`config.mk`:
```
export PLATFORM = sky130hd
export DESIGN_NAME = met_queue
export DESIGN_NICKNAME = d
export VERILOG_FILES = /design/src/design/mandelbrot_escape_time_pixel_top_macros.svh /design/src/design/met_queue.sv
export SDC_FILE = /design/constraint.sdc
export NUM_CORES = 1
export LEC_CHECK = 0
export BUFFER_PORTS_ARGS = -buffer_cell sky130_fd_sc_hd__buf_2
export CORE_ASPECT_RATIO = 0.8
export CORE_MARGIN = 4
export CORE_UTILIZATION = 48
export DETAILED_ROUTE_END_ITERATION = 8
export PLACE_DENSITY = 0.73
export SYNTH_ARGS = -nofsm -noshare
export SYNTH_HDL_FRONTEND = slang
export SYNTH_SLANG_ARGS = --single-unit
```
`constraint.sdc`:
```
create_clock -name clock -period 1.6 [get_ports clock]
set_input_delay 0.24 -clock clock [delete_from_list [all_inputs] [get_ports clock]]
set_output_delay 0.24 -clock clock [all_outputs]
set_load 0.005 [all_outputs]
```
`src/design/mandelbrot_escape_time_pixel_top_macros.svh`:
```
// ----------------------------------------------------------------------------
// Assertion macros
// Shared concurrent assertion forms for the escape-time pixel block.
// ----------------------------------------------------------------------------
`ifndef MANDELBROT_ESCAPE_TIME_PIXEL_TOP_MACROS_SVH
`define MANDELBROT_ESCAPE_TIME_PIXEL_TOP_MACROS_SVH

// same-cycle implication
`define MET_ASSERT_IMP(label, clk, rst, ante, cons) \
   label: assert property (@(posedge clk) disable iff (rst) (ante) |-> (cons)) \
      else $error("assertion failed");

// next-cycle implication
`define MET_ASSERT_NXT(label, clk, rst, ante, cons) \
   label: assert property (@(posedge clk) disable iff (rst) (ante) |=> (cons)) \
      else $error("assertion failed");

`endif

```
`src/design/met_queue.sv`:
```
// ----------------------------------------------------------------------------
// met_queue
// Small first-in first-out queue with full and empty flags.
// ----------------------------------------------------------------------------
module met_queue #(
   parameter int WIDTH = 8,
   parameter int DEPTH = 2
) (
   input  logic             clock,
   input  logic             reset,
   input  logic             push,
   input  logic [WIDTH-1:0] data_in,
   output logic             full,
   input  logic             pop,
   output logic [WIDTH-1:0] data_out,
   output logic             empty
);

   localparam int PTR_BITS = (DEPTH > 1) ? $clog2(DEPTH) : 1;
   localparam int CNT_BITS = $clog2(DEPTH + 1);

   logic [WIDTH-1:0]    mem_ff [DEPTH];
   logic [PTR_BITS-1:0] wr_ff, wr_in, rd_ff, rd_in;
   logic [CNT_BITS-1:0] cnt_ff, cnt_in;
   logic                do_push, do_pop;

   assign full     = (cnt_ff == CNT_BITS'(DEPTH));
   assign empty    = (cnt_ff == '0);
   assign do_push  = push && !full;
   assign do_pop   = pop && !empty;
   assign data_out = mem_ff[rd_ff];

   always_comb begin
      wr_in  = wr_ff;
      rd_in  = rd_ff;
      cnt_in = cnt_ff;
      if (do_push) begin
         wr_in = (wr_ff == PTR_BITS'(DEPTH - 1)) ? '0 : wr_ff + 1'b1;
      end
      if (do_pop) begin
         rd_in = (rd_ff == PTR_BITS'(DEPTH - 1)) ? '0 : rd_ff + 1'b1;
      end
      if (do_push && !do_pop) begin
         cnt_in = cnt_ff + 1'b1;
      end else if (do_pop && !do_push) begin
         cnt_in = cnt_ff - 1'b1;
      end
   end

   always_ff @(posedge clock) begin
      if (reset) begin
         wr_ff  <= '0;
         rd_ff  <= '0;
         cnt_ff <= '0;
      end else begin
         wr_ff  <= wr_in;
         rd_ff  <= rd_in;
         cnt_ff <= cnt_in;
      end
   end

   always_ff @(posedge clock) begin
      if (do_push) begin
         mem_ff[wr_ff] <= data_in;
      end
   end

endmodule

```
==> metrics <==
syn_area_per_cell=15.9 sq um; PortBufs=21; Skew-Pair Late Insertion Delay=0.30 ns; final worst-path setup slack=0.0907 ns; worst hold-check path type=in -> reg; unique cell type count in the Yosys netlist=13; CP Launch Type=register; largest cells by area after synthesis=edfxtp_1 (61%), dfxtp_1 (13%), mux2_2 (11%), xor2_1 (3.3%), nor2_1 (2.4%); Critical Path Slowest Stage Cell=or3_1; CP Class=reg -> reg; largest family of logic cells by synthesized area=multiplexers; crit share post-route=94.3%; maximum capacitance violations=0; DR WL/cell=12.6 microns; largest net degree at the start of global routing=13; DRC viols=0; setup TNS=0 ns; Synth Register Bits=21; sequential share of power=54.3%; max-slew violation count=0; layout cells sized above 1=50.7%; type of destination of the critical path=register; Final #Nets=89; Crit Path Max Fanout=5; ANT cells=0; # clock sinks=21; starting density of the core=53.9%; RePlAce Congestion=0.712; # rows=12; P_int=1.03 mW; Hold Fails Final Rpt=0; Comb power frac=29.1%; drt pass-1 iters=4; Worst Max-Slew Pin Slew=0.401 ns; Sw Pwr=0.411 mW; Die X=53.5 microns; Post-Place Worst Slack=0.0552 ns; Reg clk slew, reported paths=0.11 ns; CTS tree=done; top-area cell type share of the netlist area=60.6%; mapped cell area=793 sq um; PD cells=1490 nW/um^2; Critical Path AT=1.74 ns; I/O pin count=22; Rel. slew slack=73.3%; die area=2370 sq um; vias per cell=4.86; total grt overflow=0; Critical Path RT=1.83 ns; mux cell area share after synthesis=11.4%; H-Tree Depth=1; Setup Buffers After CTS=0; sequential-to-total area share from yosys stat=73.2%; Worst Skew=0.00346 ns; adder-cell area share of the yosys netlist=1.58%; clk buf depth=2; Synth Area in Compound Gates=3.15%; Synth Area in XOR/XNOR=3.31%; via count=467; dpl hpwl=872 microns; status=finished, final reports clean; initial antenna violation count=0; total CTS buffers=3; Die H=44.4 microns; Ys Warns=0; maximum vdd drop=0.000865 V; design area=963 sq um; first-pass GRT wire length=1.94 mm; All-Layer GR Usage=11.9%; Layout area overhead=21.5%; post-layout min period=1.51 ns; RSZ-0062 raised after global routing=false; Syn Nets=63; Post-CTS Hold Buffers=0; Leakage=0.388 nW; Clk pwr share=16.6%; Crit path largest cell delay=0.39 ns; sw frac=28.6%; Synth Area in Simple Gates=5.84%; CTS root buf=clkbuf_4; First DRT Iteration DRCs=7; cells after synthesis=50; final setup vio count=0; placed inst area=927 sq um; Core ar.=1470 sq um; crit-path cells=nor2b_4 > nor2_1 > ha_1 > or3_1 > a21oi_1; number of antenna-violating nets in the routed design=0; Routed WL=1.21 mm; Fmax achieved=0.663 GHz; vias in the first global route=476; leading area contributor after synthesis=edfxtp_1
Yosys cell counts:
library cell / instances
edfxtp_1: 16
mux2_2: 8
dfxtp_1: 5
nor2_1: 5
o21ai_0: 3
xor2_1: 3
a21oi_1: 2
inv_1: 2
or3_1: 2
and2_1: 1
buf_2: 1
ha_1: 1
nor2b_2: 1
metal layers:
layer / wire (microns) / vias up / global-route usage (%)
li1: - / 231 / -
met1: 486 / 215 / 13.3
met2: 594 / 18 / 19.1
met3: 125 / 3 / 7.41
met4: 7 / 0 / 3.06
met5: 0 / - / 0
worst max-delay path, delay by kind of cell (launching register included):
kind,cells,cell delay [ns]
AO/OA/AOI/OAI,1,0.14
adder cells (fa/ha/maj),1,0.31
AND/OR/NAND/NOR,3,0.63
flip-flops,1,0.37
path summary, 6_finish.rpt:
| check | from | end | slack (ns) | depth (start not counted) |
|---|---|---|---|---|
| max reg2reg | cnt_ff[1]$_SDFFE_PP0P_ | cnt_ff[1]$_SDFFE_PP0P_ | 0.09 | 5 |
| max | cnt_ff[1]$_SDFFE_PP0P_ | cnt_ff[1]$_SDFFE_PP0P_ | 0.09 | 5 |
| min reg2reg | rd_ff$_SDFFE_PP0P_ | rd_ff$_SDFFE_PP0P_ | 0.52 | 2 |
| min | data_in[3] | mem_ff[0][3]$_DFFE_PP_ | 0.12 | 1 |
metrics by stage:
step / hold slack (ns) / total power [mW] / util [%] / instances
after floorplan: 0.309 / 1.03 / - / 50
after CTS: 0.114 / 1.43 / 65.0 / 96
after detailed placement: 0.431 / 1.19 / 63.0 / 92
after global routing: 0.0912 / 1.54 / 65.5 / 96
after global placement: 0.427 / 1.18 / 63.0 / 92
final: 0.124 / 1.44 / 65.5 / 96
state kept, by name (all words and copies together), names as in the netlist, named ones only:
| name | count |
|---|---|
| cnt_ff | 2 |
| mem_ff | 16 |
| rd_ff | 1 |
| wr_ff | 1 |
what timing repair did:
item                                    in CTS  in global routing
endpoints found under the hold margin        0                  0
endpoints found under the setup margin       8                  1
resized for setup                            1                  3
kinds of logic (layout without fill, tap and decap cells):
family,count (synthesis),in the layout
compound gates,5,5
buf+inv,3,28
fa+ha+maj,1,1
flops,21,21
xor+xnor,3,3
simple gates,9,9
mux,8,8
power by group through the flow:
stage	logic (mW)	registers [mW]	clock network (mW)
after detailed placement	0.409	0.782	0
after global routing	0.469	0.791	0.283
after CTS	0.413	0.772	0.249
after global placement	0.403	0.775	0
after floorplan	0.284	0.742	0
final	0.418	0.781	0.239
layout by cell type, fill, tap and decap left out:
| cell type | count |
|---|---|
| nor2_1 | 5 |
| a21oi_1 | 2 |
| dfxtp_1 | 2 |
| and2_1 | 1 |
| edfxtp_1 | 16 |
| clkinv_2 | 1 |
| mux2_2 | 8 |
| clkbuf_4 | 3 |
| buf_2 | 21 |
| ha_1 | 1 |
| dfxtp_2 | 3 |
| inv_1 | 2 |
| nor2b_4 | 1 |
| buf_4 | 1 |
| xor2_1 | 3 |
| or3_1 | 2 |
| o21ai_0 | 3 |
final cells by class:
class                   count  area [sq um]
clock buffers               3          22.5
clock inverters             1          5.00
fillers                   119           508
inverters                   2          7.51
multi-input cells          26           205
flip-flops and latches     21           584
well taps                  21          26.3
repair buffers             22           113
No activity file was read; power rests on OpenSTA's default activity.
