$ cat config.mk
export PLATFORM = sky130hd
export DESIGN_NAME = met_front
export DESIGN_NICKNAME = d
export VERILOG_FILES = /design/src/design/mandelbrot_escape_time_pixel_top_macros.svh /design/src/design/met_pkg.sv /design/src/design/met_front.sv
export SDC_FILE = /design/constraint.sdc
export NUM_CORES = 2
export LEC_CHECK = 0
export ABC_AREA = 1
export BUFFER_PORTS_ARGS = -buffer_cell sky130_fd_sc_hd__buf_2
export CAP_MARGIN = 20
export CORE_ASPECT_RATIO = 1.2
export CORE_MARGIN = 8
export CORE_UTILIZATION = 60
export DETAILED_ROUTE_END_ITERATION = 10
export PLACE_DENSITY = 0.79
export SYNTH_ARGS = -nofsm -noshare
export SYNTH_HDL_FRONTEND = slang
export SYNTH_SLANG_ARGS = --single-unit
export TNS_END_PERCENT = 50
$ cat constraint.sdc
create_clock -name clock -period 12.2 [get_ports clock]
set_input_delay 1.22 -clock clock [delete_from_list [all_inputs] [get_ports clock]]
set_output_delay 1.22 -clock clock [all_outputs]
set_load 0.03 [all_outputs]
$ cat src/design/mandelbrot_escape_time_pixel_top_macros.svh
// ----------------------------------------------------------------------------
// Assertion macros
// Shared concurrent assertion forms for the escape-time pixel block.
// ----------------------------------------------------------------------------
`ifndef MANDELBROT_ESCAPE_TIME_PIXEL_TOP_MACROS_SVH
`define MANDELBROT_ESCAPE_TIME_PIXEL_TOP_MACROS_SVH

// same-cycle implication
`define MET_ASSERT_IMP(label, clk, rst, ante, cons) \
   label: assert property (@(posedge clk) disable iff (rst) (ante) |-> (cons)) \
      else $error("assertion failed");

// next-cycle implication
`define MET_ASSERT_NXT(label, clk, rst, ante, cons) \
   label: assert property (@(posedge clk) disable iff (rst) (ante) |=> (cons)) \
      else $error("assertion failed");

`endif

$ cat src/design/met_pkg.sv
// ----------------------------------------------------------------------------
// met_pkg
// Types, constants and helpers of the escape-time pixel block.
// ----------------------------------------------------------------------------
package met_pkg;

   localparam int COORD_BITS  = 32;
   localparam int STEP_BITS   = COORD_BITS - 1;
   localparam int COUNT_BITS  = 16;
   localparam int INDEX_BITS  = 12;
   localparam int FRAC_BITS   = 28;
   localparam int INT_BITS    = 8;
   localparam int WIDE_BITS   = FRAC_BITS + INT_BITS;
   localparam int MUL_BITS    = FRAC_BITS + 2;
   localparam int PROD_BITS   = 2 * MUL_BITS;
   localparam int SAT_IN_BITS = 46;
   localparam int CSR_ADDR_BITS = 5;
   localparam int CSR_DATA_BITS = 32;
   localparam int COLOR_BITS  = 8;

   localparam logic [2:0] REG_MAX_ITER    = 3'd0;
   localparam logic [2:0] REG_ORIGIN_REAL = 3'd1;
   localparam logic [2:0] REG_ORIGIN_IMAG = 3'd2;
   localparam logic [2:0] REG_STEP_REAL   = 3'd3;
   localparam logic [2:0] REG_STEP_IMAG   = 3'd4;

   localparam logic [COUNT_BITS-1:0] RST_MAX_ITER = COUNT_BITS'(10000);
   localparam logic signed [COORD_BITS-1:0] RST_ORIGIN = COORD_BITS'(-536870912);
   localparam logic [STEP_BITS-1:0] RST_STEP = STEP_BITS'(262144);

   localparam logic signed [WIDE_BITS-1:0] WIDE_MAX = {1'b0, {(WIDE_BITS-1){1'b1}}};
   localparam logic signed [WIDE_BITS-1:0] WIDE_MIN = {1'b1, {(WIDE_BITS-1){1'b0}}};
   localparam logic signed [WIDE_BITS-1:0] TWO_FIX =
      WIDE_BITS'(1) << (FRAC_BITS + 1);
   localparam logic signed [WIDE_BITS-1:0] NEG_TWO_FIX = -TWO_FIX;
   localparam logic signed [PROD_BITS:0] FOUR_SQ =
      (PROD_BITS+1)'(1) << (2 * FRAC_BITS + 2);

   localparam logic [COLOR_BITS-1:0] RED_FULL = COLOR_BITS'(240);

   typedef struct packed {
      logic [COUNT_BITS-1:0]        max_iterations;
      logic signed [COORD_BITS-1:0] origin_real;
      logic signed [COORD_BITS-1:0] origin_imag;
      logic [STEP_BITS-1:0]         step_real;
      logic [STEP_BITS-1:0]         step_imag;
   } cfg_type;

   typedef struct packed {
      logic [INDEX_BITS-1:0] pixel_col;
      logic [INDEX_BITS-1:0] pixel_row;
   } req_type;

   typedef struct packed {
      logic [COUNT_BITS-1:0] iter_count;
      logic                  escaped;
      logic [COLOR_BITS-1:0] red;
      logic [COLOR_BITS-1:0] green_blue;
   } rsp_type;

   typedef struct packed {
      logic signed [WIDE_BITS-1:0] cr;
      logic signed [WIDE_BITS-1:0] ci;
   } point_type;

   function automatic logic signed [WIDE_BITS-1:0] sat_wide(
      input logic signed [SAT_IN_BITS-1:0] v);
      logic [SAT_IN_BITS-WIDE_BITS:0] upper;
      logic signed [WIDE_BITS-1:0]    r;
      upper = v[SAT_IN_BITS-1:WIDE_BITS-1];
      if ((&upper) || !(|upper)) begin
         r = v[WIDE_BITS-1:0];
      end else if (v[SAT_IN_BITS-1]) begin
         r = WIDE_MIN;
      end else begin
         r = WIDE_MAX;
      end
      return r;
   endfunction

endpackage

$ cat src/design/met_front.sv
// ----------------------------------------------------------------------------
// met_front
// Accept pixel items and map column and row to the point c.
// ----------------------------------------------------------------------------
module met_front (
   input  logic               clock,
   input  logic               reset,
   input  met_pkg::cfg_type   cfg,
   input  logic               push,
   input  met_pkg::req_type   req_data,
   output logic               full,
   output logic               pt_push,
   output met_pkg::point_type pt_data,
   input  logic               pt_full
);

   localparam int PROD_W = met_pkg::STEP_BITS + met_pkg::INDEX_BITS;

   logic                          valid_ff, valid_in;
   met_pkg::point_type            point_ff, point_in;
   logic [PROD_W-1:0]             prod_re, prod_im;
   logic signed [met_pkg::SAT_IN_BITS-1:0] sum_re, sum_im;
   logic                          accept;

   assign prod_re = PROD_W'(cfg.step_real) * PROD_W'(req_data.pixel_col);
   assign prod_im = PROD_W'(cfg.step_imag) * PROD_W'(req_data.pixel_row);
   assign sum_re  = met_pkg::SAT_IN_BITS'(cfg.origin_real)
                  + $signed(met_pkg::SAT_IN_BITS'(prod_re));
   assign sum_im  = met_pkg::SAT_IN_BITS'(cfg.origin_imag)
                  + $signed(met_pkg::SAT_IN_BITS'(prod_im));

   assign full    = valid_ff && pt_full;
   assign accept  = push && !full;
   assign pt_push = valid_ff && !pt_full;
   assign pt_data = point_ff;

   always_comb begin
      valid_in    = valid_ff;
      point_in    = point_ff;
      point_in.cr = met_pkg::sat_wide(sum_re);
      point_in.ci = met_pkg::sat_wide(sum_im);
      if (accept) begin
         valid_in = 1'b1;
      end else if (pt_push) begin
         valid_in = 1'b0;
      end
   end

   always_ff @(posedge clock) begin
      if (reset) begin
         valid_ff <= 1'b0;
      end else begin
         valid_ff <= valid_in;
      end
   end

   always_ff @(posedge clock) begin
      if (accept) begin
         point_ff <= point_in;
      end
   end

endmodule

==> metrics <==
Routed WL per cell approximately 16 um; initial core utilization approximately 60%; EDFF count, synth between 70 and 80; Fin Clk Skew between 0.007 and 0.008 ns; core area about 56000 sq um; die area roughly 64000 sq um; CTS tree built; # rows 95; hold buffers post-CTS 0; WL final just under 90000 um; Max Clk Rate ~110 MHz; fin. max-slew vios 0; I/O pin count between 200 and 250; met2 routed WL roughly 41000 um; Worst EP required 12.28 ns; antenna viol nets, final 0; initial antenna violation count 8; vias in the first global route 30.2k; most common cell after layout, fill and taps aside nand2_1; Worst-path clk slew roughly 0.06 ns; commonest non-fill, non-tap cells in the layout 1599 x nand2_1, 1192 x inv_1, 582 x fa_1; Tcrit/Tclk final about three quarters; register bit total from synthesis 73; final setup fails 0; TNS Setup 0 ns; synth unique cells 47; htree depth 3; Startpoint Class input pin; worst slew pin tran around 0.87 ns; Tot GR Track Use between 20% and 30%; mean post-synth cell area roughly 7.1 sq um; post-synthesis cell area around 34000 sq um; Slowest cell on crit path fa_1; Worst-Skew Late Latency ~0.34 ns; worst-path fanout max 35; WL met1 approximately 38000 um; status finished, final reports clean; Die W approximately 230 um; ys flop type edfxtp_1; port bufs around 230; Synth Instances between 4k and 5k; syn nets 5795; area share of the largest cell type after synthesis 34.5%; DRT Pass-1 Iters 5; top cell type by total area after synthesis fa_1; Synth warnings 0; layout cells sized above 1 7.07%; Setup crit end kind register; CTS root buf clkbuf_16; Synth area leaders fa_1 35%, nand2_1 18%, inv_1 13%, ha_1 9.7%, edfxtp_1 6.4%; # clock sinks 73; CP most frequent cell nand2_1; RSZ-0062 raised after global routing false; crit path kind in -> reg; total grt overflow 0; Area growth syn-to-layout 5.10%; postcts setup bufs 0; final hold vios 0; maximum clock path buffer count 2; post-cts resize count 0; Chip Height roughly 280 um; min Tclk post-route ~9.0 ns; vias approximately 30k; Max-Slew Margin vs Limit a little over two fifths; Hold Crit Class reg -> reg; Detail Placement HPWL approximately 75000 um; Final Core Density 63.5%; metal3 WL between 6000 and 7000 um; Crit path arrival time between 9 and 10 ns; sequential share of the synthesized area 6.46%; Vias/cell between 5 and 6; MaxCap Viol Count 0; placer congestion estimate 0.960; Max stage delay on crit path 0.58 ns; first-pass GRT wire length 146000 um; ys async rst share 0%; pin count of the biggest net entering global routing 73; CTS buffer count 9; top sig layer met5; DR iter-0 viols about 2.1k; # DRC 0; Layout Nets 5888
[final timing paths]
path         slack, ns                    end                  start  cells after the start
min               0.48  valid_ff$_SDFFE_PP0P_  valid_ff$_SDFFE_PP0P_                      2
min reg2reg       0.48  valid_ff$_SDFFE_PP0P_  valid_ff$_SDFFE_PP0P_                      2
max               3.18   pt_data[7]$_DFFE_PP_            req_data[6]                     32
max reg2reg      10.60  pt_data[11]$_DFFE_PP_  valid_ff$_SDFFE_PP0P_                      4
[critical path: cells and delay by family]
kind / cells / cell delay (ns)
AO/OA/AOI/OAI: 6 / 1.36
XOR/XNOR: 1 / 0.28
adder cells (fa/ha/maj): 7 / 3.35
buffers and inverters: 4 / 0.70
AND/OR/NAND/NOR: 14 / 2.19
[registers in the layout, summed over array words and instances, names as in the netlist]
register and cells:
pt_data 72, valid_ff 1
[metal layers]
layer,track usage [%],vias up
met1,37.9,14175
met2,46.7,1070
met5,0,-
li1,-,14214
met4,7.84,2
met3,2.48,147
[logic make-up (layout without fill, tap and decap cells)]
family          Yosys count  in the layout  synth area share (%)
flops                    73             73                  6.46
simple gates           2029           2029                  24.5
fa+ha+maj               844            844                  44.2
other cells               0              7                     0
xor+xnor                145            145                  3.76
compound gates          344            344                  5.78
buf+inv                1346           1444                  15.3
[cells in the mapped netlist (3+ instances only)]
cell type,instances
clkbuf_1,134
buf_6,8
nand3_2,17
fa_1,582
inv_1,1192
nor3_1,15
nor2_4,5
and2_1,9
nor2_1,190
and3_1,5
edfxtp_1,72
inv_2,6
a21o_1,14
a21oi_1,161
ha_1,262
nor3_2,3
nor2_2,35
nand2_1,1599
nand3_4,5
nor4_1,7
a31oi_1,42
xnor2_1,54
xor2_1,91
nand2_2,25
nand4_1,22
buf_8,4
o21bai_1,24
o21a_1,7
o21ai_0,75
nand3b_1,4
o221ai_1,4
nand3_1,82
a221oi_1,3
[stage by stage]
| step | hold WS [ns] | instance area, sq um | worst slack (ns) | cells |
|---|---|---|---|---|
| 5_1_grt | 0.524 | 35500 | 2.78 | 5610 |
| 3_5_place_dp | 0.475 | 35200 | 3.00 | 5590 |
| 6_report | 0.478 | 35500 | 3.18 | 5613 |
| 2_1_floorplan | 0.448 | 33800 | 4.37 | 4781 |
| 4_1_cts | 0.483 | 35500 | 3.35 | 5606 |
| 3_3_place_gp | 0.461 | 35200 | 3.14 | 5590 |
[area by class of cell]
cell class	instances	area, sq um
multi-input cells	3362	26400
clock inverters	6	66.3
clock buffers	10	229
fillers	5059	20400
flip-flops and latches	73	2180
well taps	727	910
repair buffers	228	1140
diodes	7	17.5
inverters	1200	4500
Power is not shown: default switching activity piles up to over one toggle a cycle in this logic, so the estimate is an artifact.
