===== config.mk =====
export PLATFORM = sky130hd
export DESIGN_NAME = met_csr
export DESIGN_NICKNAME = d
export VERILOG_FILES = /design/src/design/mandelbrot_escape_time_pixel_top_macros.svh /design/src/design/met_pkg.sv /design/src/design/met_csr.sv
export SDC_FILE = /design/constraint.sdc
export NUM_CORES = 1
export LEC_CHECK = 0
export BUFFER_PORTS_ARGS = -buffer_cell sky130_fd_sc_hd__buf_2
export CORE_UTILIZATION = 46
export DETAILED_ROUTE_END_ITERATION = 8
export PLACE_DENSITY = 0.78
export SLEW_MARGIN = 20
export SYNTH_ARGS = -nofsm -noshare
export SYNTH_HDL_FRONTEND = slang
export SYNTH_SLANG_ARGS = --single-unit

===== constraint.sdc =====
create_clock -name clock -period 1.1 [get_ports clock]
set_clock_uncertainty 0.1 [all_clocks]
set_input_delay 0.055 -clock clock [delete_from_list [all_inputs] [get_ports clock]]
set_output_delay 0.055 -clock clock [all_outputs]
set_load 0.01 [all_outputs]

===== src/design/mandelbrot_escape_time_pixel_top_macros.svh =====
// ----------------------------------------------------------------------------
// Assertion macros
// Shared concurrent assertion forms for the escape-time pixel block.
// ----------------------------------------------------------------------------
`ifndef MANDELBROT_ESCAPE_TIME_PIXEL_TOP_MACROS_SVH
`define MANDELBROT_ESCAPE_TIME_PIXEL_TOP_MACROS_SVH

// same-cycle implication
`define MET_ASSERT_IMP(label, clk, rst, ante, cons) \
   label: assert property (@(posedge clk) disable iff (rst) (ante) |-> (cons)) \
      else $error("assertion failed");

// next-cycle implication
`define MET_ASSERT_NXT(label, clk, rst, ante, cons) \
   label: assert property (@(posedge clk) disable iff (rst) (ante) |=> (cons)) \
      else $error("assertion failed");

`endif


===== src/design/met_pkg.sv =====
// ----------------------------------------------------------------------------
// met_pkg
// Types, constants and helpers of the escape-time pixel block.
// ----------------------------------------------------------------------------
package met_pkg;

   localparam int COORD_BITS  = 32;
   localparam int STEP_BITS   = COORD_BITS - 1;
   localparam int COUNT_BITS  = 16;
   localparam int INDEX_BITS  = 12;
   localparam int FRAC_BITS   = 28;
   localparam int INT_BITS    = 8;
   localparam int WIDE_BITS   = FRAC_BITS + INT_BITS;
   localparam int MUL_BITS    = FRAC_BITS + 2;
   localparam int PROD_BITS   = 2 * MUL_BITS;
   localparam int SAT_IN_BITS = 46;
   localparam int CSR_ADDR_BITS = 5;
   localparam int CSR_DATA_BITS = 32;
   localparam int COLOR_BITS  = 8;

   localparam logic [2:0] REG_MAX_ITER    = 3'd0;
   localparam logic [2:0] REG_ORIGIN_REAL = 3'd1;
   localparam logic [2:0] REG_ORIGIN_IMAG = 3'd2;
   localparam logic [2:0] REG_STEP_REAL   = 3'd3;
   localparam logic [2:0] REG_STEP_IMAG   = 3'd4;

   localparam logic [COUNT_BITS-1:0] RST_MAX_ITER = COUNT_BITS'(10000);
   localparam logic signed [COORD_BITS-1:0] RST_ORIGIN = COORD_BITS'(-536870912);
   localparam logic [STEP_BITS-1:0] RST_STEP = STEP_BITS'(262144);

   localparam logic signed [WIDE_BITS-1:0] WIDE_MAX = {1'b0, {(WIDE_BITS-1){1'b1}}};
   localparam logic signed [WIDE_BITS-1:0] WIDE_MIN = {1'b1, {(WIDE_BITS-1){1'b0}}};
   localparam logic signed [WIDE_BITS-1:0] TWO_FIX =
      WIDE_BITS'(1) << (FRAC_BITS + 1);
   localparam logic signed [WIDE_BITS-1:0] NEG_TWO_FIX = -TWO_FIX;
   localparam logic signed [PROD_BITS:0] FOUR_SQ =
      (PROD_BITS+1)'(1) << (2 * FRAC_BITS + 2);

   localparam logic [COLOR_BITS-1:0] RED_FULL = COLOR_BITS'(240);

   typedef struct packed {
      logic [COUNT_BITS-1:0]        max_iterations;
      logic signed [COORD_BITS-1:0] origin_real;
      logic signed [COORD_BITS-1:0] origin_imag;
      logic [STEP_BITS-1:0]         step_real;
      logic [STEP_BITS-1:0]         step_imag;
   } cfg_type;

   typedef struct packed {
      logic [INDEX_BITS-1:0] pixel_col;
      logic [INDEX_BITS-1:0] pixel_row;
   } req_type;

   typedef struct packed {
      logic [COUNT_BITS-1:0] iter_count;
      logic                  escaped;
      logic [COLOR_BITS-1:0] red;
      logic [COLOR_BITS-1:0] green_blue;
   } rsp_type;

   typedef struct packed {
      logic signed [WIDE_BITS-1:0] cr;
      logic signed [WIDE_BITS-1:0] ci;
   } point_type;

   function automatic logic signed [WIDE_BITS-1:0] sat_wide(
      input logic signed [SAT_IN_BITS-1:0] v);
      logic [SAT_IN_BITS-WIDE_BITS:0] upper;
      logic signed [WIDE_BITS-1:0]    r;
      upper = v[SAT_IN_BITS-1:WIDE_BITS-1];
      if ((&upper) || !(|upper)) begin
         r = v[WIDE_BITS-1:0];
      end else if (v[SAT_IN_BITS-1]) begin
         r = WIDE_MIN;
      end else begin
         r = WIDE_MAX;
      end
      return r;
   endfunction

endpackage


===== src/design/met_csr.sv =====
// ----------------------------------------------------------------------------
// met_csr
// Configuration registers behind the APB-style port.
// ----------------------------------------------------------------------------
module met_csr (
   input  logic                                 clock,
   input  logic                                 reset,
   input  logic                                 psel,
   input  logic                                 penable,
   input  logic                                 pwrite,
   input  logic [met_pkg::CSR_ADDR_BITS-1:0]    paddr,
   input  logic [met_pkg::CSR_DATA_BITS-1:0]    pwdata,
   output logic [met_pkg::CSR_DATA_BITS-1:0]    prdata,
   output logic                                 pready,
   output met_pkg::cfg_type                     cfg
);

   met_pkg::cfg_type cfg_ff, cfg_in;
   logic [2:0]       idx;
   logic             wr_en;

   assign idx    = paddr[met_pkg::CSR_ADDR_BITS-1:2];
   assign pready = 1'b1;
   assign wr_en  = psel && penable && pwrite && pready;
   assign cfg    = cfg_ff;

   always_comb begin
      cfg_in = cfg_ff;
      if (wr_en) begin
         unique case (idx)
            met_pkg::REG_MAX_ITER:
               cfg_in.max_iterations = pwdata[met_pkg::COUNT_BITS-1:0];
            met_pkg::REG_ORIGIN_REAL:
               cfg_in.origin_real = pwdata[met_pkg::COORD_BITS-1:0];
            met_pkg::REG_ORIGIN_IMAG:
               cfg_in.origin_imag = pwdata[met_pkg::COORD_BITS-1:0];
            met_pkg::REG_STEP_REAL:
               cfg_in.step_real = pwdata[met_pkg::STEP_BITS-1:0];
            met_pkg::REG_STEP_IMAG:
               cfg_in.step_imag = pwdata[met_pkg::STEP_BITS-1:0];
            default: ;
         endcase
      end
   end

   always_comb begin
      unique case (idx)
         met_pkg::REG_MAX_ITER:
            prdata = met_pkg::CSR_DATA_BITS'(cfg_ff.max_iterations);
         met_pkg::REG_ORIGIN_REAL:
            prdata = met_pkg::CSR_DATA_BITS'(cfg_ff.origin_real);
         met_pkg::REG_ORIGIN_IMAG:
            prdata = met_pkg::CSR_DATA_BITS'(cfg_ff.origin_imag);
         met_pkg::REG_STEP_REAL:
            prdata = met_pkg::CSR_DATA_BITS'(cfg_ff.step_real);
         met_pkg::REG_STEP_IMAG:
            prdata = met_pkg::CSR_DATA_BITS'(cfg_ff.step_imag);
         default:
            prdata = '0;
      endcase
   end

   always_ff @(posedge clock) begin
      if (reset) begin
         cfg_ff.max_iterations <= met_pkg::RST_MAX_ITER;
         cfg_ff.origin_real    <= met_pkg::RST_ORIGIN;
         cfg_ff.origin_imag    <= met_pkg::RST_ORIGIN;
         cfg_ff.step_real      <= met_pkg::RST_STEP;
         cfg_ff.step_imag      <= met_pkg::RST_STEP;
      end else begin
         cfg_ff <= cfg_in;
      end
   end

endmodule


==> impl_metrics.prom, run 1 <==
# TYPE chip_impl_metric gauge
chip_impl_metric{name="max_reg_flops",unit=""} 142
chip_impl_metric{name="routability_driven_placement_congestion_ratio",unit=""} 0.817
chip_impl_metric{name="floorplan.die_area",unit="um^2"} 14900
chip_impl_metric{name="cts-buffers-inserted",unit=""} 17
chip_impl_info{name="most_frequent_cells_in_the_layout",value="161 x sky130_fd_sc_hd__nand2b_1, 145 x sky130_fd_sc_hd__mux2i_1, 137 x sky130_fd_sc_hd__buf_2, 129 x sky130_fd_sc_hd__buf_6, 127 x sky130_fd_sc_hd__dfxtp_2"} 1
chip_impl_metric{name="fill_cells",unit=""} 780
chip_impl_metric{name="area.sequential",unit="um^2"} 3050
chip_impl_info{name="cells_along_the_critical_path",value="mux2_2 > a22oi_1 > o22ai_1 > buf_2"} 1
chip_impl_metric{name="placed_cell_area",unit="um^2"} 8700
chip_impl_metric{name="globalRouteTotalUtil",unit=""} 0.297
chip_impl_metric{name="hold_path_depth",unit=""} 3
chip_impl_info{name="timing.critical_path.slowest_stage_cell",value="sky130_fd_sc_hd__dfxtp_2"} 1
chip_impl_info{name="min_from",value="reset"} 1
chip_impl_info{name="crit_path_end_kind",value="primary output"} 1
chip_impl_metric{name="numPortBuffers",unit=""} 213
chip_impl_metric{name="p_total",unit="mW"} 13.0
chip_impl_metric{name="finalSetupViolCount",unit=""} 90
chip_impl_metric{name="drt_pass1_iterations",unit=""} 7
chip_impl_metric{name="clock_sinks",unit=""} 142
chip_impl_metric{name="synth.net_count",unit=""} 690
chip_impl_metric{name="min_period_over_period",unit=""} 1.53
chip_impl_info{name="worst_setup_path_startpoint",value="cfg[34]"} 1
chip_impl_info{name="criticalPathCategory",value="register to primary output"} 1
chip_impl_metric{name="drv_slew",unit=""} 0
chip_impl_metric{name="cell_area_after_synthesis",unit="um^2"} 6640
chip_impl_metric{name="dp_hpwl",unit="mm"} 14.2
chip_impl_metric{name="critical_path_required",unit="ps"} 940
chip_impl_metric{name="core.rowCount",unit=""} 43
chip_impl_metric{name="p_leak",unit="nW"} 5.38
chip_impl_metric{name="totalWireLength",unit="mm"} 24.7
chip_impl_metric{name="critPathMaxStageDelay",unit="ps"} 320
chip_impl_info{name="run_status",value="finished with violations"} 1
chip_impl_info{name="cp-start-kind",value="register"} 1
chip_impl_metric{name="remaining_drcs",unit=""} 0
chip_impl_info{name="tritoncts",value="done"} 1
chip_impl_metric{name="vias_in_the_first_global_route",unit=""} 6331
chip_impl_metric{name="die_x",unit="um"} 122
chip_impl_metric{name="grt_pass1_wl",unit="mm"} 33.7
chip_impl_metric{name="first_iter_violations",unit=""} 466
chip_impl_metric{name="post_synthesis_cells",unit=""} 648
chip_impl_metric{name="die_height",unit="um"} 122
chip_impl_metric{name="worstRegToRegCells",unit=""} 5
chip_impl_metric{name="final_hold_violating_endpoints",unit=""} 0
chip_impl_info{name="hold_path.class",value="input port to register"} 1
chip_impl_metric{name="synth.distinct_cells",unit=""} 24
chip_impl_metric{name="design_area",unit="um^2"} 11200
chip_impl_metric{name="layout-area-overhead-vs-synth",unit="%"} 68.2
chip_impl_metric{name="multi_input_area",unit="um^2"} 3770
chip_impl_metric{name="grt_antenna_before_repair",unit=""} 3
chip_impl_info{name="worstReg2RegStart",value="cfg[72]"} 1
chip_impl_metric{name="syn_area_per_cell",unit="um^2"} 10.3
chip_impl_metric{name="detail_route.vias_per_cell",unit=""} 5.47
chip_impl_metric{name="grt.overflow.total",unit=""} 0
chip_impl_metric{name="coreArea",unit="um^2"} 14000
chip_impl_metric{name="pin_count_of_the_biggest_net_entering_global_routing",unit=""} 46
chip_impl_metric{name="design.final.nets",unit=""} 1050
chip_impl_metric{name="crit_path_max_fanout",unit=""} 2
chip_impl_metric{name="maximum_vdd_drop",unit="uV"} 1190
chip_impl_metric{name="vias_post_dr",unit=""} 6583
chip_impl_metric{name="synth_seq_area_share",unit=""} 0.428
chip_impl_info{name="mostFrequentLayoutCell",value="sky130_fd_sc_hd__nand2b_1"} 1
chip_impl_metric{name="floorplan.initialDensity",unit=""} 0.475
chip_impl_info{name="violations",value="negative setup slack"} 1
chip_impl_metric{name="maxCapViolCount",unit=""} 0
chip_impl_metric{name="whs",unit="ps"} 8.76
chip_impl_metric{name="wl_per_cell",unit="um"} 20.5
chip_impl_metric{name="cts-root-to-sink-buffers",unit=""} 2
chip_impl_info{name="cts-root-buf",value="sky130_fd_sc_hd__clkbuf_16"} 1
chip_impl_metric{name="clk_lat_worst_skew",unit="ps"} 420
chip_impl_info{name="grt_setup_unrepaired",value="yes"} 1
chip_impl_metric{name="antenna_violating_nets_post_route",unit=""} 0
chip_impl_metric{name="p_per_area",unit="nW/um^2"} 1160
chip_impl_metric{name="min_clock_period_post_route",unit="ps"} 1690
chip_impl_metric{name="dp_slack",unit="ps"} -381
chip_impl_metric{name="num_io_pins",unit=""} 217
chip_impl_metric{name="synth_warnings",unit=""} 0
chip_impl_metric{name="post-route-worst-setup-slack",unit="ps"} -587
chip_impl_metric{name="wp_data_arrival",unit="ps"} 1530
chip_impl_metric{name="final_cells",unit=""} 1203
chip_impl_metric{name="placed_cells_incl_taps",unit=""} 1086
chip_impl_metric{name="htree_levels",unit=""} 4
chip_impl_metric{name="number_of_register_bits_inferred_by_synthesis",unit=""} 142
chip_impl_metric{name="max_freq",unit="GHz"} 0.593
chip_impl_metric{name="drive_above_1_share",unit=""} 0.593
chip_impl_metric{name="clk_slew_on_worst_s_h_paths",unit="ps"} 60
-- cells in the mapped netlist (all sizes together) --
cell    number  area share
nand2b     161        0.15
mux2i      152        0.23
dfxtp      142        0.43
a22oi       48       0.054
o22ai       31       0.029
buf         29       0.028
clkbuf      28       0.016
mux2        16       0.027
nor2        14      0.0083
nor2b        6      0.0057
a211o        5      0.0066
a21boi       5      0.0057
nand2        3      0.0024
and2         2      0.0019
and3         2      0.0019
nand3        2      0.0023
and4b        1      0.0015
conb         1     0.00056
-- logic make-up (layout without fill, tap and decap cells) --
group,after synthesis,count (layout),synth area share
AOI/OAI and AO/OA,89,89,0.0957
other,1,3,0.000565
buffers and inverters,57,430,0.0441
muxes,168,168,0.256
and+or+nand+nor,191,191,0.176
DFF,142,142,0.428
-- where the power goes --
group          internal [mW]  switching, mW  total [mW]
Combinational          0.642          0.604        1.25
Sequential              5.16         0.0396        5.20
Clock                   4.26           2.25        6.51
-- worst paths after layout --
path | slack [ps] | endpoint
max | -590 | prdata[3]
min | 9 | cfg[30]
min reg2reg | 380 | cfg[120]
max reg2reg | 70 | cfg[72]
-- layer usage --
metal / global-route usage / wire length, um / up-vias
li1: - / - / 3007
met5: 0 / 16 / -
met3: 0.0693 / 1900 / 66
met1: 0.343 / 9380 / 3159
met2: 0.536 / 12600 / 349
met4: 0.101 / 731 / 2
-- critical path: cells and delay by family, from the launching register on --
kind | cells | cell delay [ps]
AO/OA/AOI/OAI | 2 | 350
buffers and inverters | 1 | 190
flip-flops | 1 | 320
multiplexers | 1 | 250
-- cell type report --
cell class	instances	area share
multi-input cells	449	0.338
repair buffers	398	0.309
flip-flops and latches	142	0.273
clock buffers	22	0.0433
well taps	180	0.0202
clock inverters	10	0.0164
diodes	2	0.000448
-- metrics by stage --
| step | util | TNS (ps) |
|---|---|---|
| after floorplan | - | -3330 |
| after CTS | 0.759 | -12560 |
| after global placement | 0.622 | -41790 |
| after global routing | 0.799 | -16130 |
| final | 0.799 | -13240 |
| after detailed placement | 0.622 | -45970 |
-- what timing repair did --
action	4_1_cts	5_1_grt
endpoints found under the setup margin	131	121
buffers inserted	18	49
resized for setup	251	99
pin swaps	24	17
gates cloned	0	0
hold endpoints to repair	142	0
hold buffers	33	0
Note: power is estimated with default switching activity, not from simulation.
==> run 2: changes to the inputs <==
--- a/config.mk
+++ b/config.mk
@@ -5,10 +5,10 @@
 export SDC_FILE = /design/constraint.sdc
 export NUM_CORES = 1
 export LEC_CHECK = 0
-export BUFFER_PORTS_ARGS = -buffer_cell sky130_fd_sc_hd__buf_2
-export CORE_UTILIZATION = 46
+export CORE_UTILIZATION = 57
 export DETAILED_ROUTE_END_ITERATION = 8
-export PLACE_DENSITY = 0.78
+export DONT_BUFFER_PORTS = 1
+export PLACE_DENSITY = 0.77
 export SLEW_MARGIN = 20
 export SYNTH_ARGS = -nofsm -noshare
 export SYNTH_HDL_FRONTEND = slang
==> impl_metrics.prom, run 2 (synthesis gave the netlist of run 1 again) <==
# TYPE chip_impl_metric gauge
chip_impl_metric{name="clk_slew_on_worst_s_h_paths",unit="ps"} 50
chip_impl_metric{name="hold_path_depth",unit=""} 1
chip_impl_metric{name="floorplan.initialDensity",unit=""} 0.584
chip_impl_metric{name="globalRouteTotalUtil",unit=""} 0.310
chip_impl_metric{name="min_clock_period_post_route",unit="ps"} 1560
chip_impl_metric{name="p_per_area",unit="nW/um^2"} 1250
chip_impl_metric{name="num_io_pins",unit=""} 217
chip_impl_metric{name="post-route-worst-setup-slack",unit="ps"} -464
chip_impl_metric{name="drt_pass1_iterations",unit=""} 4
chip_impl_metric{name="worstRegToRegCells",unit=""} 2
chip_impl_metric{name="clk_lat_worst_skew",unit="ps"} 420
chip_impl_metric{name="clock_sinks",unit=""} 142
chip_impl_metric{name="antenna_violating_nets_post_route",unit=""} 0
chip_impl_metric{name="detail_route.vias_per_cell",unit=""} 5.98
chip_impl_metric{name="placed_cell_area",unit="um^2"} 7610
chip_impl_metric{name="p_leak",unit="nW"} 3.86
chip_impl_metric{name="finalSetupViolCount",unit=""} 33
chip_impl_metric{name="core.rowCount",unit=""} 39
chip_impl_metric{name="totalWireLength",unit="mm"} 19.2
chip_impl_info{name="most_frequent_cells_in_the_layout",value="161 x sky130_fd_sc_hd__nand2b_1, 147 x sky130_fd_sc_hd__mux2i_1, 102 x sky130_fd_sc_hd__buf_4, 66 x sky130_fd_sc_hd__dfxtp_1, 56 x sky130_fd_sc_hd__dfxtp_2"} 1
chip_impl_info{name="crit_path_end_kind",value="primary output"} 1
chip_impl_metric{name="numPortBuffers",unit=""} 0
chip_impl_metric{name="grt.overflow.total",unit=""} 0
chip_impl_metric{name="vias_post_dr",unit=""} 5334
chip_impl_metric{name="routability_driven_placement_congestion_ratio",unit=""} 0.811
chip_impl_info{name="cp-start-kind",value="register"} 1
chip_impl_metric{name="r2r_slack",unit="ps"} 90
chip_impl_metric{name="grt_pass1_wl",unit="mm"} 27.9
chip_impl_metric{name="p_total",unit="mW"} 10.9
chip_impl_metric{name="grt_antenna_before_repair",unit=""} 0
chip_impl_metric{name="max_reg_flops",unit=""} 142
chip_impl_metric{name="maximum_vdd_drop",unit="uV"} 1330
chip_impl_info{name="r2r-end",value="cfg[136]"} 1
chip_impl_metric{name="vias_in_the_first_global_route",unit=""} 5373
chip_impl_metric{name="antenna_cells_inserted",unit=""} 0
chip_impl_metric{name="drive_above_1_share",unit=""} 0.409
chip_impl_info{name="run_status",value="finished with violations"} 1
chip_impl_info{name="worst_hold_path.endpoint",value="cfg[130]"} 1
chip_impl_metric{name="final_hold_violating_endpoints",unit=""} 142
chip_impl_metric{name="die_height",unit="um"} 110
chip_impl_metric{name="design_area",unit="um^2"} 8760
chip_impl_metric{name="design.final.nets",unit=""} 781
chip_impl_metric{name="coreArea",unit="um^2"} 11400
chip_impl_metric{name="fill_cells",unit=""} 723
chip_impl_metric{name="min_period_over_period",unit=""} 1.42
chip_impl_metric{name="whs",unit="ps"} -360
chip_impl_metric{name="max_freq",unit="GHz"} 0.639
chip_impl_metric{name="die_x",unit="um"} 110
chip_impl_metric{name="cts-root-to-sink-buffers",unit=""} 2
chip_impl_info{name="hold_path.class",value="input port to register"} 1
chip_impl_metric{name="remaining_drcs",unit=""} 0
chip_impl_info{name="grt_setup_unrepaired",value="yes"} 1
chip_impl_metric{name="postLayoutCoreUtil",unit=""} 0.770
chip_impl_metric{name="critical_path_required",unit="ps"} 940
chip_impl_info{name="criticalPathCategory",value="register to primary output"} 1
chip_impl_metric{name="wl_per_cell",unit="um"} 21.6
chip_impl_info{name="min_from",value="reset"} 1
chip_impl_metric{name="drv_slew",unit=""} 0
chip_impl_metric{name="cts-buffers-inserted",unit=""} 17
chip_impl_metric{name="wp_data_arrival",unit="ps"} 1410
chip_impl_metric{name="maxCapViolCount",unit=""} 0
chip_impl_info{name="worstReg2RegStart",value="cfg[136]"} 1
chip_impl_metric{name="crit_path_max_fanout",unit=""} 2
chip_impl_metric{name="first_iter_violations",unit=""} 316
chip_impl_info{name="cts-root-buf",value="sky130_fd_sc_hd__clkbuf_16"} 1
chip_impl_metric{name="dp_hpwl",unit="mm"} 12.3
chip_impl_metric{name="floorplan.die_area",unit="um^2"} 12100
chip_impl_metric{name="htree_levels",unit=""} 4
chip_impl_info{name="tritoncts",value="done"} 1
chip_impl_info{name="mostFrequentLayoutCell",value="sky130_fd_sc_hd__nand2b_1"} 1
chip_impl_info{name="violations",value="negative hold slack, negative setup slack"} 1
chip_impl_metric{name="pin_count_of_the_biggest_net_entering_global_routing",unit=""} 178
chip_impl_metric{name="layout-area-overhead-vs-synth",unit="%"} 31.9
run 2: cell count changes in the layout (fill, tap and decap cells not counted), sizes merged:
cell	change
clkbuf	+6
dlygate4sd3	-21
diode	-2
clkinv	-1
bufinv	-5
buf	-248
clkinvlp	-3
run 2: report_power, final:
| part | total, mW | leakage, nW | internal, mW | switching (mW) |
|---|---|---|---|---|
| registers | 5.18 | 1.18 | 5.14 | 0.0402 |
| logic | 0.676 | 2.43 | 0.356 | 0.320 |
| clock network | 5.09 | 0.250 | 3.08 | 2.01 |
| total | 10.9 | 3.86 | 8.58 | 2.37 |
run 2: metrics by stage:
step	hold WS, ps	setup slack, ps	instances	TNS [ps]
floorplan	77.5	-55.0	648	-3330
global placement	60.5	-122	850	-7520
detailed placement	62.2	-189	850	-11060
CTS	-375	-458	883	-7720
global route	-376	-496	892	-8800
finish	-360	-464	892	-7670
run 2: worst max-delay path by stage:
stage                  start         to  slack [ps]  cells after the start
floorplan           paddr[4]    cfg[42]         -60                      6
global placement    paddr[4]   cfg[118]        -120                      4
detailed placement  paddr[4]   cfg[120]        -190                      4
CTS                  cfg[31]  prdata[0]        -460                      4
global route         cfg[31]  prdata[0]        -500                      4
finish               cfg[31]  prdata[0]        -460                      4
run 2: what timing repair did:
item	CTS	global route
hold endpoints to repair	142	142
buffers inserted	1	0
resized for setup	130	38
setup endpoints to repair	34	39
pin swaps	27	8
hold buffers	3	9
run 2: cell type report:
class	instances	area [um^2]	area share
clock buffers	28	507	0.0579
clock inverters	1	5.00	0.000571
multi-input cells	449	3930	0.449
flip-flops and latches	142	2990	0.341
well taps	143	179	0.0204
repair buffers	129	1150	0.131
run 2: worst max-delay path: stages (launching register included):
cell and delay, ps:
sky130_fd_sc_hd__dfxtp_1 320, sky130_fd_sc_hd__mux2_2 280, sky130_fd_sc_hd__a22oi_2 130, sky130_fd_sc_hd__o22ai_1 110, sky130_fd_sc_hd__buf_4 150
run 2: per-layer routing:
metal	global-route usage	part of all wire	up-vias
li1	-	-	2453
met1	0.332	0.38	2617
met2	0.544	0.51	232
met3	0.113	0.091	32
met4	0.139	0.018	0
met5	0	0	-
